`src/design/mcpd_pkg.sv`:
```
`timescale 1ns / 1ps
// ----------------------------------------------------------------------------
// mcpd_pkg
// Shared types and constants of the multi-channel poll debouncer.
// ----------------------------------------------------------------------------
package mcpd_pkg;

  localparam int MAX_CH       = 3;
  localparam int NUM_CHANNELS = 3;
  localparam int CNT_W        = 8;
  localparam int TICK_W       = 10;
  localparam int CFG_IDX_W    = 8;
  localparam int CFG_DATA_W   = 10;

  localparam logic [MAX_CH-1:0] ENABLE_RST = 3'd3;
  localparam logic [CNT_W-1:0]  STABLE_COUNT_RST [MAX_CH] = '{8'd3, 8'd10, 8'd10};
  localparam logic [TICK_W-1:0] POLL_TICKS_RST   [MAX_CH] = '{10'd11, 10'd76, 10'd16};

  typedef enum logic [CFG_IDX_W-1:0] {
    CFG_CHANNEL_ENABLE   = 8'd0,
    CFG_STABLE_COUNT_CH0 = 8'd1,
    CFG_STABLE_COUNT_CH1 = 8'd2,
    CFG_STABLE_COUNT_CH2 = 8'd3,
    CFG_POLL_TICKS_CH0   = 8'd4,
    CFG_POLL_TICKS_CH1   = 8'd5,
    CFG_POLL_TICKS_CH2   = 8'd6
  } cfg_reg_t;

  typedef struct packed {
    logic              enable;
    logic [CNT_W-1:0]  stable_count;
    logic [TICK_W-1:0] poll_ticks;
  } lane_cfg_t;

  typedef struct packed {
    logic started;
    logic done;
    logic level;
  } lane_result_t;

endpackage

```
`src/design/mcpd_lane.sv`:
```
`timescale 1ns / 1ps
// ----------------------------------------------------------------------------
// mcpd_lane
// One channel: trigger detect, poll timer, match counter and accept compare.
// ----------------------------------------------------------------------------
module mcpd_lane (
  input  logic                   clk,
  input  logic                   rst,
  input  logic                   tick,
  input  mcpd_pkg::lane_cfg_t    cfg,
  input  logic                   sense,
  input  logic                   irq,
  output mcpd_pkg::lane_result_t result
);

  logic [mcpd_pkg::CNT_W-1:0]  match_count, match_count_next;
  logic                        last_level, last_level_next;
  logic                        last_valid, last_valid_next;
  logic [mcpd_pkg::TICK_W-1:0] poll_timer, poll_timer_next;
  logic                        busy, busy_next;
  logic                        kickoff, kickoff_next;

  logic [mcpd_pkg::CNT_W-1:0]  target;
  logic [mcpd_pkg::TICK_W-1:0] period;
  logic [mcpd_pkg::CNT_W-1:0]  count_new;
  logic                        counting, expired, sample, matched, reached;

  // zero settings behave as one
  assign target = (cfg.stable_count == '0) ? mcpd_pkg::CNT_W'(1) : cfg.stable_count;
  assign period = (cfg.poll_ticks == '0) ? mcpd_pkg::TICK_W'(1) : cfg.poll_ticks;

  assign counting  = busy && (poll_timer != '0);
  assign expired   = counting && (poll_timer == mcpd_pkg::TICK_W'(1));
  assign sample    = cfg.enable && (expired || kickoff || (!busy && irq));
  assign matched   = last_valid && (sense == last_level) && (match_count < target);
  assign count_new = matched ? match_count + mcpd_pkg::CNT_W'(1) : mcpd_pkg::CNT_W'(1);
  assign reached   = count_new >= target;

  assign result.started = sample && (match_count == '0);
  assign result.done    = sample && reached;
  assign result.level   = sample && reached && sense;

  always_comb begin
    match_count_next = match_count;
    last_level_next  = last_level;
    last_valid_next  = last_valid;
    poll_timer_next  = poll_timer;
    busy_next        = busy;
    kickoff_next     = kickoff;
    if (tick && cfg.enable) begin
      if (counting) begin
        poll_timer_next = poll_timer - mcpd_pkg::TICK_W'(1);
      end
      if (sample) begin
        kickoff_next = 1'b0;
        if (reached) begin
          match_count_next = '0;
          last_level_next  = 1'b0;
          last_valid_next  = 1'b0;
          busy_next        = 1'b0;
          poll_timer_next  = '0;
        end else begin
          match_count_next = count_new;
          last_level_next  = sense;
          last_valid_next  = 1'b1;
          busy_next        = 1'b1;
          poll_timer_next  = period;
        end
      end
    end
  end

  always_ff @(posedge clk) begin
    if (rst) begin
      match_count <= '0;
      last_level  <= 1'b0;
      last_valid  <= 1'b0;
      poll_timer  <= '0;
      busy        <= 1'b0;
      kickoff     <= 1'b1;
    end else begin
      match_count <= match_count_next;
      last_level  <= last_level_next;
      last_valid  <= last_valid_next;
      poll_timer  <= poll_timer_next;
      busy        <= busy_next;
      kickoff     <= kickoff_next;
    end
  end

endmodule

```
`src/design/mcpd_merge.sv`:
```
`timescale 1ns / 1ps
// ----------------------------------------------------------------------------
// mcpd_merge
// Gathers the lane results into masks and holds them in the output register.
// ----------------------------------------------------------------------------
module mcpd_merge (
  input  logic                              clk,
  input  logic                              rst,
  input  logic                              tick,
  input  mcpd_pkg::lane_result_t            lane_res [mcpd_pkg::MAX_CH],
  output logic                              out_valid,
  input  logic                              out_stall,
  output logic [mcpd_pkg::MAX_CH-1:0]       started_mask,
  output logic [mcpd_pkg::MAX_CH-1:0]       done_mask,
  output logic [mcpd_pkg::MAX_CH-1:0]       stable_levels
);

  logic [mcpd_pkg::MAX_CH-1:0] started_in, done_in, level_in;
  logic                        drain;

  always_comb begin
    for (int n = 0; n < mcpd_pkg::MAX_CH; n++) begin
      started_in[n] = lane_res[n].started;
      done_in[n]    = lane_res[n].done;
      level_in[n]   = lane_res[n].level;
    end
  end

  assign drain = out_valid && !out_stall;

  always_ff @(posedge clk) begin
    if (rst) begin
      out_valid <= 1'b0;
    end else if (tick) begin
      out_valid <= 1'b1;
    end else if (drain) begin
      out_valid <= 1'b0;
    end
  end

  always_ff @(posedge clk) begin
    if (tick) begin
      started_mask  <= started_in;
      done_mask     <= done_in;
      stable_levels <= level_in;
    end
  end

endmodule

```
`src/design/multi_channel_poll_debouncer.sv`:
```
`timescale 1ns / 1ps
// ----------------------------------------------------------------------------
// multi_channel_poll_debouncer
// Three-channel switch debouncer driven by a millisecond tick word.
// ----------------------------------------------------------------------------
// Every accepted input word is one tick carrying the raw sense level and the
// interrupt flag of each channel; every tick produces exactly one result word
// with the started, done and accepted-level masks. One lane per channel holds
// its match counter and poll timer, so a new tick is taken every clock while input
// stall is low; the result appears in the output register in the cycle after
// acceptance, and input stall is raised only while that register is full and
// stalled. Configuration writes are taken at any time (ready is always high) and
// are meant to be issued while no tick is in flight.
module multi_channel_poll_debouncer (
  input  logic                                clk,
  input  logic                                rst,
  input  logic                                in_valid,
  output logic                                in_stall,
  input  logic [mcpd_pkg::MAX_CH-1:0]         sense_levels,
  input  logic [mcpd_pkg::MAX_CH-1:0]         irq_flags,
  output logic                                out_valid,
  input  logic                                out_stall,
  output logic [mcpd_pkg::MAX_CH-1:0]         started_mask,
  output logic [mcpd_pkg::MAX_CH-1:0]         done_mask,
  output logic [mcpd_pkg::MAX_CH-1:0]         stable_levels,
  input  logic                                cfg_valid,
  output logic                                cfg_ready,
  input  logic [mcpd_pkg::CFG_IDX_W-1:0]      cfg_index,
  input  logic [mcpd_pkg::CFG_DATA_W-1:0]     cfg_data
);

  logic [mcpd_pkg::MAX_CH-1:0] channel_enable;
  logic [mcpd_pkg::CNT_W-1:0]  stable_count [mcpd_pkg::MAX_CH];
  logic [mcpd_pkg::TICK_W-1:0] poll_ticks   [mcpd_pkg::MAX_CH];

  mcpd_pkg::lane_result_t lane_res [mcpd_pkg::MAX_CH];
  logic                   tick;
  logic                   cfg_write;

  assign in_stall  = out_valid && out_stall;
  assign tick      = in_valid && !in_stall;
  assign cfg_ready = 1'b1;
  assign cfg_write = cfg_valid && cfg_ready;

  always_ff @(posedge clk) begin
    if (rst) begin
      channel_enable <= mcpd_pkg::ENABLE_RST;
      stable_count   <= mcpd_pkg::STABLE_COUNT_RST;
      poll_ticks     <= mcpd_pkg::POLL_TICKS_RST;
    end else if (cfg_write) begin
      case (mcpd_pkg::cfg_reg_t'(cfg_index))
        mcpd_pkg::CFG_CHANNEL_ENABLE:
          channel_enable <= cfg_data[mcpd_pkg::MAX_CH-1:0];
        mcpd_pkg::CFG_STABLE_COUNT_CH0: stable_count[0] <= cfg_data[mcpd_pkg::CNT_W-1:0];
        mcpd_pkg::CFG_STABLE_COUNT_CH1: stable_count[1] <= cfg_data[mcpd_pkg::CNT_W-1:0];
        mcpd_pkg::CFG_STABLE_COUNT_CH2: stable_count[2] <= cfg_data[mcpd_pkg::CNT_W-1:0];
        mcpd_pkg::CFG_POLL_TICKS_CH0:   poll_ticks[0]   <= cfg_data[mcpd_pkg::TICK_W-1:0];
        mcpd_pkg::CFG_POLL_TICKS_CH1:   poll_ticks[1]   <= cfg_data[mcpd_pkg::TICK_W-1:0];
        mcpd_pkg::CFG_POLL_TICKS_CH2:   poll_ticks[2]   <= cfg_data[mcpd_pkg::TICK_W-1:0];
        default: ;
      endcase
    end
  end

  for (genvar n = 0; n < mcpd_pkg::MAX_CH; n++) begin : g_lane
    if (n < mcpd_pkg::NUM_CHANNELS) begin : g_on
      mcpd_pkg::lane_cfg_t lane_cfg;
      assign lane_cfg.enable       = channel_enable[n];
      assign lane_cfg.stable_count = stable_count[n];
      assign lane_cfg.poll_ticks   = poll_ticks[n];

      mcpd_lane u_lane (
        .clk    (clk),
        .rst    (rst),
        .tick   (tick),
        .cfg    (lane_cfg),
        .sense  (sense_levels[n]),
        .irq    (irq_flags[n]),
        .result (lane_res[n])
      );
    end else begin : g_off
      // channels past the configured count stay silent
      assign lane_res[n] = '0;
    end
  end

  mcpd_merge u_merge (
    .clk           (clk),
    .rst           (rst),
    .tick          (tick),
    .lane_res      (lane_res),
    .out_valid     (out_valid),
    .out_stall     (out_stall),
    .started_mask  (started_mask),
    .done_mask     (done_mask),
    .stable_levels (stable_levels)
  );

  logic [mcpd_pkg::MAX_CH-1:0] lane_active;
  always_comb begin
    for (int n = 0; n < mcpd_pkg::MAX_CH; n++) begin
      lane_active[n] = lane_res[n].started | lane_res[n].done;
    end
  end

  a_level_only_when_done: assert property (@(posedge clk) disable iff (rst)
    out_valid |-> ((stable_levels & ~done_mask) == '0))
    else $error("accepted level set on a channel that did not finish");

  a_tick_gives_word: assert property (@(posedge clk) disable iff (rst)
    tick |=> out_valid)
    else $error("accepted tick produced no result word");

  a_disabled_lane_quiet: assert property (@(posedge clk) disable iff (rst)
    tick |-> ((lane_active & ~channel_enable) == '0))
    else $error("disabled channel reported activity");

  a_drain_empties: assert property (@(posedge clk) disable iff (rst)
    (out_valid && !out_stall && !tick) |=> !out_valid)
    else $error("result word repeated after being taken");

endmodule
```
`config.mk`:
```
export PLATFORM = sky130hd
export DESIGN_NAME = multi_channel_poll_debouncer
export DESIGN_NICKNAME = d
export VERILOG_FILES = /design/src/design/mcpd_pkg.sv /design/src/design/mcpd_lane.sv /design/src/design/mcpd_merge.sv /design/src/design/multi_channel_poll_debouncer.sv
export SDC_FILE = /design/constraint.sdc
export NUM_CORES = 1
export LEC_CHECK = 0
export BUFFER_PORTS_ARGS = -buffer_cell sky130_fd_sc_hd__buf_2
export CAP_MARGIN = 10
export CORE_ASPECT_RATIO = 0.6
export CORE_MARGIN = 2
export CORE_UTILIZATION = 40
export DETAILED_ROUTE_END_ITERATION = 8
export GPL_TIMING_DRIVEN = 0
export PLACE_DENSITY_LB_ADDON = 0.3
export SLEW_MARGIN = 25
export SYNTH_ARGS = -nofsm -noshare
export SYNTH_HDL_FRONTEND = slang
export SYNTH_SLANG_ARGS = --single-unit
```
`constraint.sdc`:
```
create_clock -name clk -period 4.2 [get_ports clk]
set_input_delay 0.21 -clock clk [delete_from_list [all_inputs] [get_ports clk]]
set_output_delay 0.21 -clock clk [all_outputs]
set_load 0.02 [all_outputs]
```
==> impl_metrics.ini <==
[logic_synthesis]
synth-edff-count = 9
ys_ff_latch = 130
avgSynthCellArea_sq_um = 8.53
synth_flop_cell = dfxtp_1
synth_top_family_by_area = simple AND/OR/NAND/NOR gates
synth_cell_types = 61
syn-cell-area_sq_mm = 0.00789
synthAdderAreaFrac_pct = 9.04
synthesis.nets = 1011
async_flop_share_pct = 0
synth_xor_area_share_pct = 1.33
syn_inst = 925
yosys.area_share.simple_pct = 22.2
synth_area_leaders = dfxtp_1 31%, ha_1 9.0%, mux2i_1 7.0%, nand3_1 4.3%, a21oi_1 4.1%
muxShareOfSynthArea_pct = 6.98
synth_top_area_cell = dfxtp_1
yosysSeqAreaShare_pct = 34.1
yosys_warnings = 0
synth_compound_area_share_pct = 20.1
synthDominantCellAreaShare_pct = 30.7

[die]
core-area_sq_mm = 0.0192
rows = 39
start_util_pct = 41.1
die_h_microns = 113
dieWidth_microns = 185
die_area_sq_mm = 0.0209
ios = 41

[pwr]
ir_drop_uv = 254
power_density_mw_per_mm2 = 353
power_mw = 3.20
p_leak_nw = 3.59

[detailed_routing]
drt-vias-per-instance = 5.74
vias = 7250
first_pass_iters = 5
wire_per_inst_microns = 18.3
wl_microns = 23100
initialDrtViolationCount = 842
drc_errors = 0
antenna_left = 0

[cells_and_area]
multi_input_area_sq_mm = 0.00477
fillers = 1883
ff_latch_area_sq_mm = 0.00269
antenna_cells = 0
nNetsFinal = 1069
syn_to_final_growth_pct = 15.2
drive_gt1_share_pct = 13.1
fin_cells = 1262

[grt]
gr-total-overflow = 0
grt_pass1_wl_microns = 36200
antenna_found_initial = 1
grtUsageTotal_pct = 22.6
grt_max_degree = 17
grt_pass1_vias = 6565

[timing]
max_freq_mhz = 246
timing.final.max_slew_violations = 0
min_period_ns = 4.06
tightest_slew_ns = 1.10
relSlewSlack_pct = 26.0
fin_skew_ns = 0.0111
hold_viol = 0
setup_violations = 0
rsz0062_at_grt = yes
period_share_pct = 96.8

[worst_setup_path]
required_ns = 4.53
worstPathArrival_ns = 4.40
crit_fanout = 10
worstSetupStartpointType = flip-flop
critPathCaptureType = flip-flop
setup.worst_path.class = reg -> reg

[clock_tree]
htree_num_levels = 4
clkTransAtPathRegs_ns = 0.06
clockBufferDepth = 2
cts_root_buf = clkbuf_16
cts_buffers = 17
cts_tree = built
clock_sinks = 130
worstSkewPairLatency_ns = 0.43
cts_hold_buffers = 0
postCtsSetupBuffers = 0

[place]
dp_hpwl_microns = 17100
io_buffer_count = 39
gp_congestion = 0.866
dp.cells = 1230

[status]
status = complete, no violations

[min_path]
hold_class = in -> reg

[job]
maxCapViolCount = 0
-- cells in the final DEF, fill, tap and decap left out, types with 22 or more instances in the layout --
master / synthesis / routed
dfxtp_1: 121 / 121
nand2_1: 84 / 84
inv_1: 74 / 74
nor2_1: 69 / 69
nand3_1: 68 / 68
a21oi_1: 64 / 64
ha_1: 57 / 57
mux2i_1: 55 / 55
buf_2: 5 / 44
o21ai_0: 39 / 39
nor3_1: 22 / 22
-- per-layer routing --
metal / track usage, % / vias to the layer above / share of wire [%]
li1: - / 3514 / -
met1: 36.2 / 3458 / 53
met2: 29.6 / 259 / 39
met3: 5.50 / 17 / 7.8
met4: 4.71 / 2 / 0.72
met5: 0 / - / 0.16
-- area by class of cell --
cell class	count	share of cell area, %
multi-input combinational	683	52.5
timing repair buffer	39	2.15
inverter	75	3.10
buffer	37	2.33
tap	266	3.66
clock buffer	18	4.72
clock inverter	14	1.95
sequential	130	29.6
-- cells in the mapped netlist (11+ instances only) --
library cell / count
ha_1: 57
nand3_1: 68
nor2_1: 69
nor3_1: 22
o211ai_1: 11
a21oi_1: 64
o32ai_1: 12
a32oi_1: 12
o21ai_0: 39
dfxtp_1: 121
mux2i_1: 55
nor4_1: 12
inv_1: 74
nand2_1: 84
clkbuf_1: 15
-- worst max-delay path: stages, from the launching register on --
cell	delay (ns)
dfxtp_1	0.33
inv_1	0.10
ha_1	0.30
and4_1	0.22
o21a_1	0.19
o311ai_4	0.18
nand2b_1	0.11
clkbuf_1	0.38
a21oi_1	0.12
ha_1	0.22
nor4_1	0.28
o21ai_0	0.30
a31oi_2	0.51
clkbuf_2	0.35
nand3_1	0.12
a221oi_1	0.24
-- through the flow --
step	util, %	setup TNS, ns	area (sq um)	hold slack (ns)	setup slack, ns
after CTS	47.1	0	9040	0.00596	0.141
after global placement	43.9	0	8420	0.430	0.0602
after floorplan	-	0	7890	0.334	0.874
after global routing	47.4	-0.123	9090	0.0272	-0.0662
final	47.4	0	9090	0.00958	0.136
after detailed placement	43.9	0	8420	0.442	0.0272
-- power by group --
part,switching [mW],internal (mW),total [mW]
registers,0.0354,1.28,1.31
logic,0.214,0.116,0.330
clock network,0.616,0.944,1.56
total,0.865,2.34,3.20
-- kinds of logic (layout without fill, tap and decap cells) --
logic type                 Yosys count  in the layout
AOI/OAI and AO/OA                  221            221
xor gates and xnor gates            12             12
adders and majority gates           57             57
buffers and inverters              112            183
DFF                                130            130
muxes                               55             55
other                                1              1
and+or+nand+nor                    337            337
-- worst paths after layout --
| kind | cells after the start | slack (ns) | from | endpoint |
|---|---|---|---|---|
| min | 2 | 0.01 | in_valid | u_merge.out_valid |
| min reg2reg | 2 | 0.47 | g_lane[0].g_on.u_lane.last_level | g_lane[0].g_on.u_lane.last_level |
| max reg2reg | 15 | 0.14 | g_lane[1].g_on.lane_cfg[17] | g_lane[1].g_on.u_lane.poll_timer[1] |
| max | 15 | 0.14 | g_lane[1].g_on.lane_cfg[17] | g_lane[1].g_on.u_lane.poll_timer[1] |
-- state kept, by name (all words and copies together) (netlist names) --
name	cells
g_lane.g_on.lane_cfg	54
g_lane.g_on.u_lane.poll_timer	30
g_lane.g_on.u_lane.match_count	24
channel_enable	3
g_lane.g_on.u_lane.kickoff	3
g_lane.g_on.u_lane.last_level	3
g_lane.g_on.u_lane.last_valid	3
u_merge.done_mask	3
u_merge.stable_levels	3
u_merge.started_mask	3
u_merge.out_valid	1
-- repair_timing --
item | CTS | global route
resized for setup | 1 | 8
setup endpoints to repair | 1 | 36
cloned | 0 | 0
Note: power is estimated with default switching activity, not from simulation.
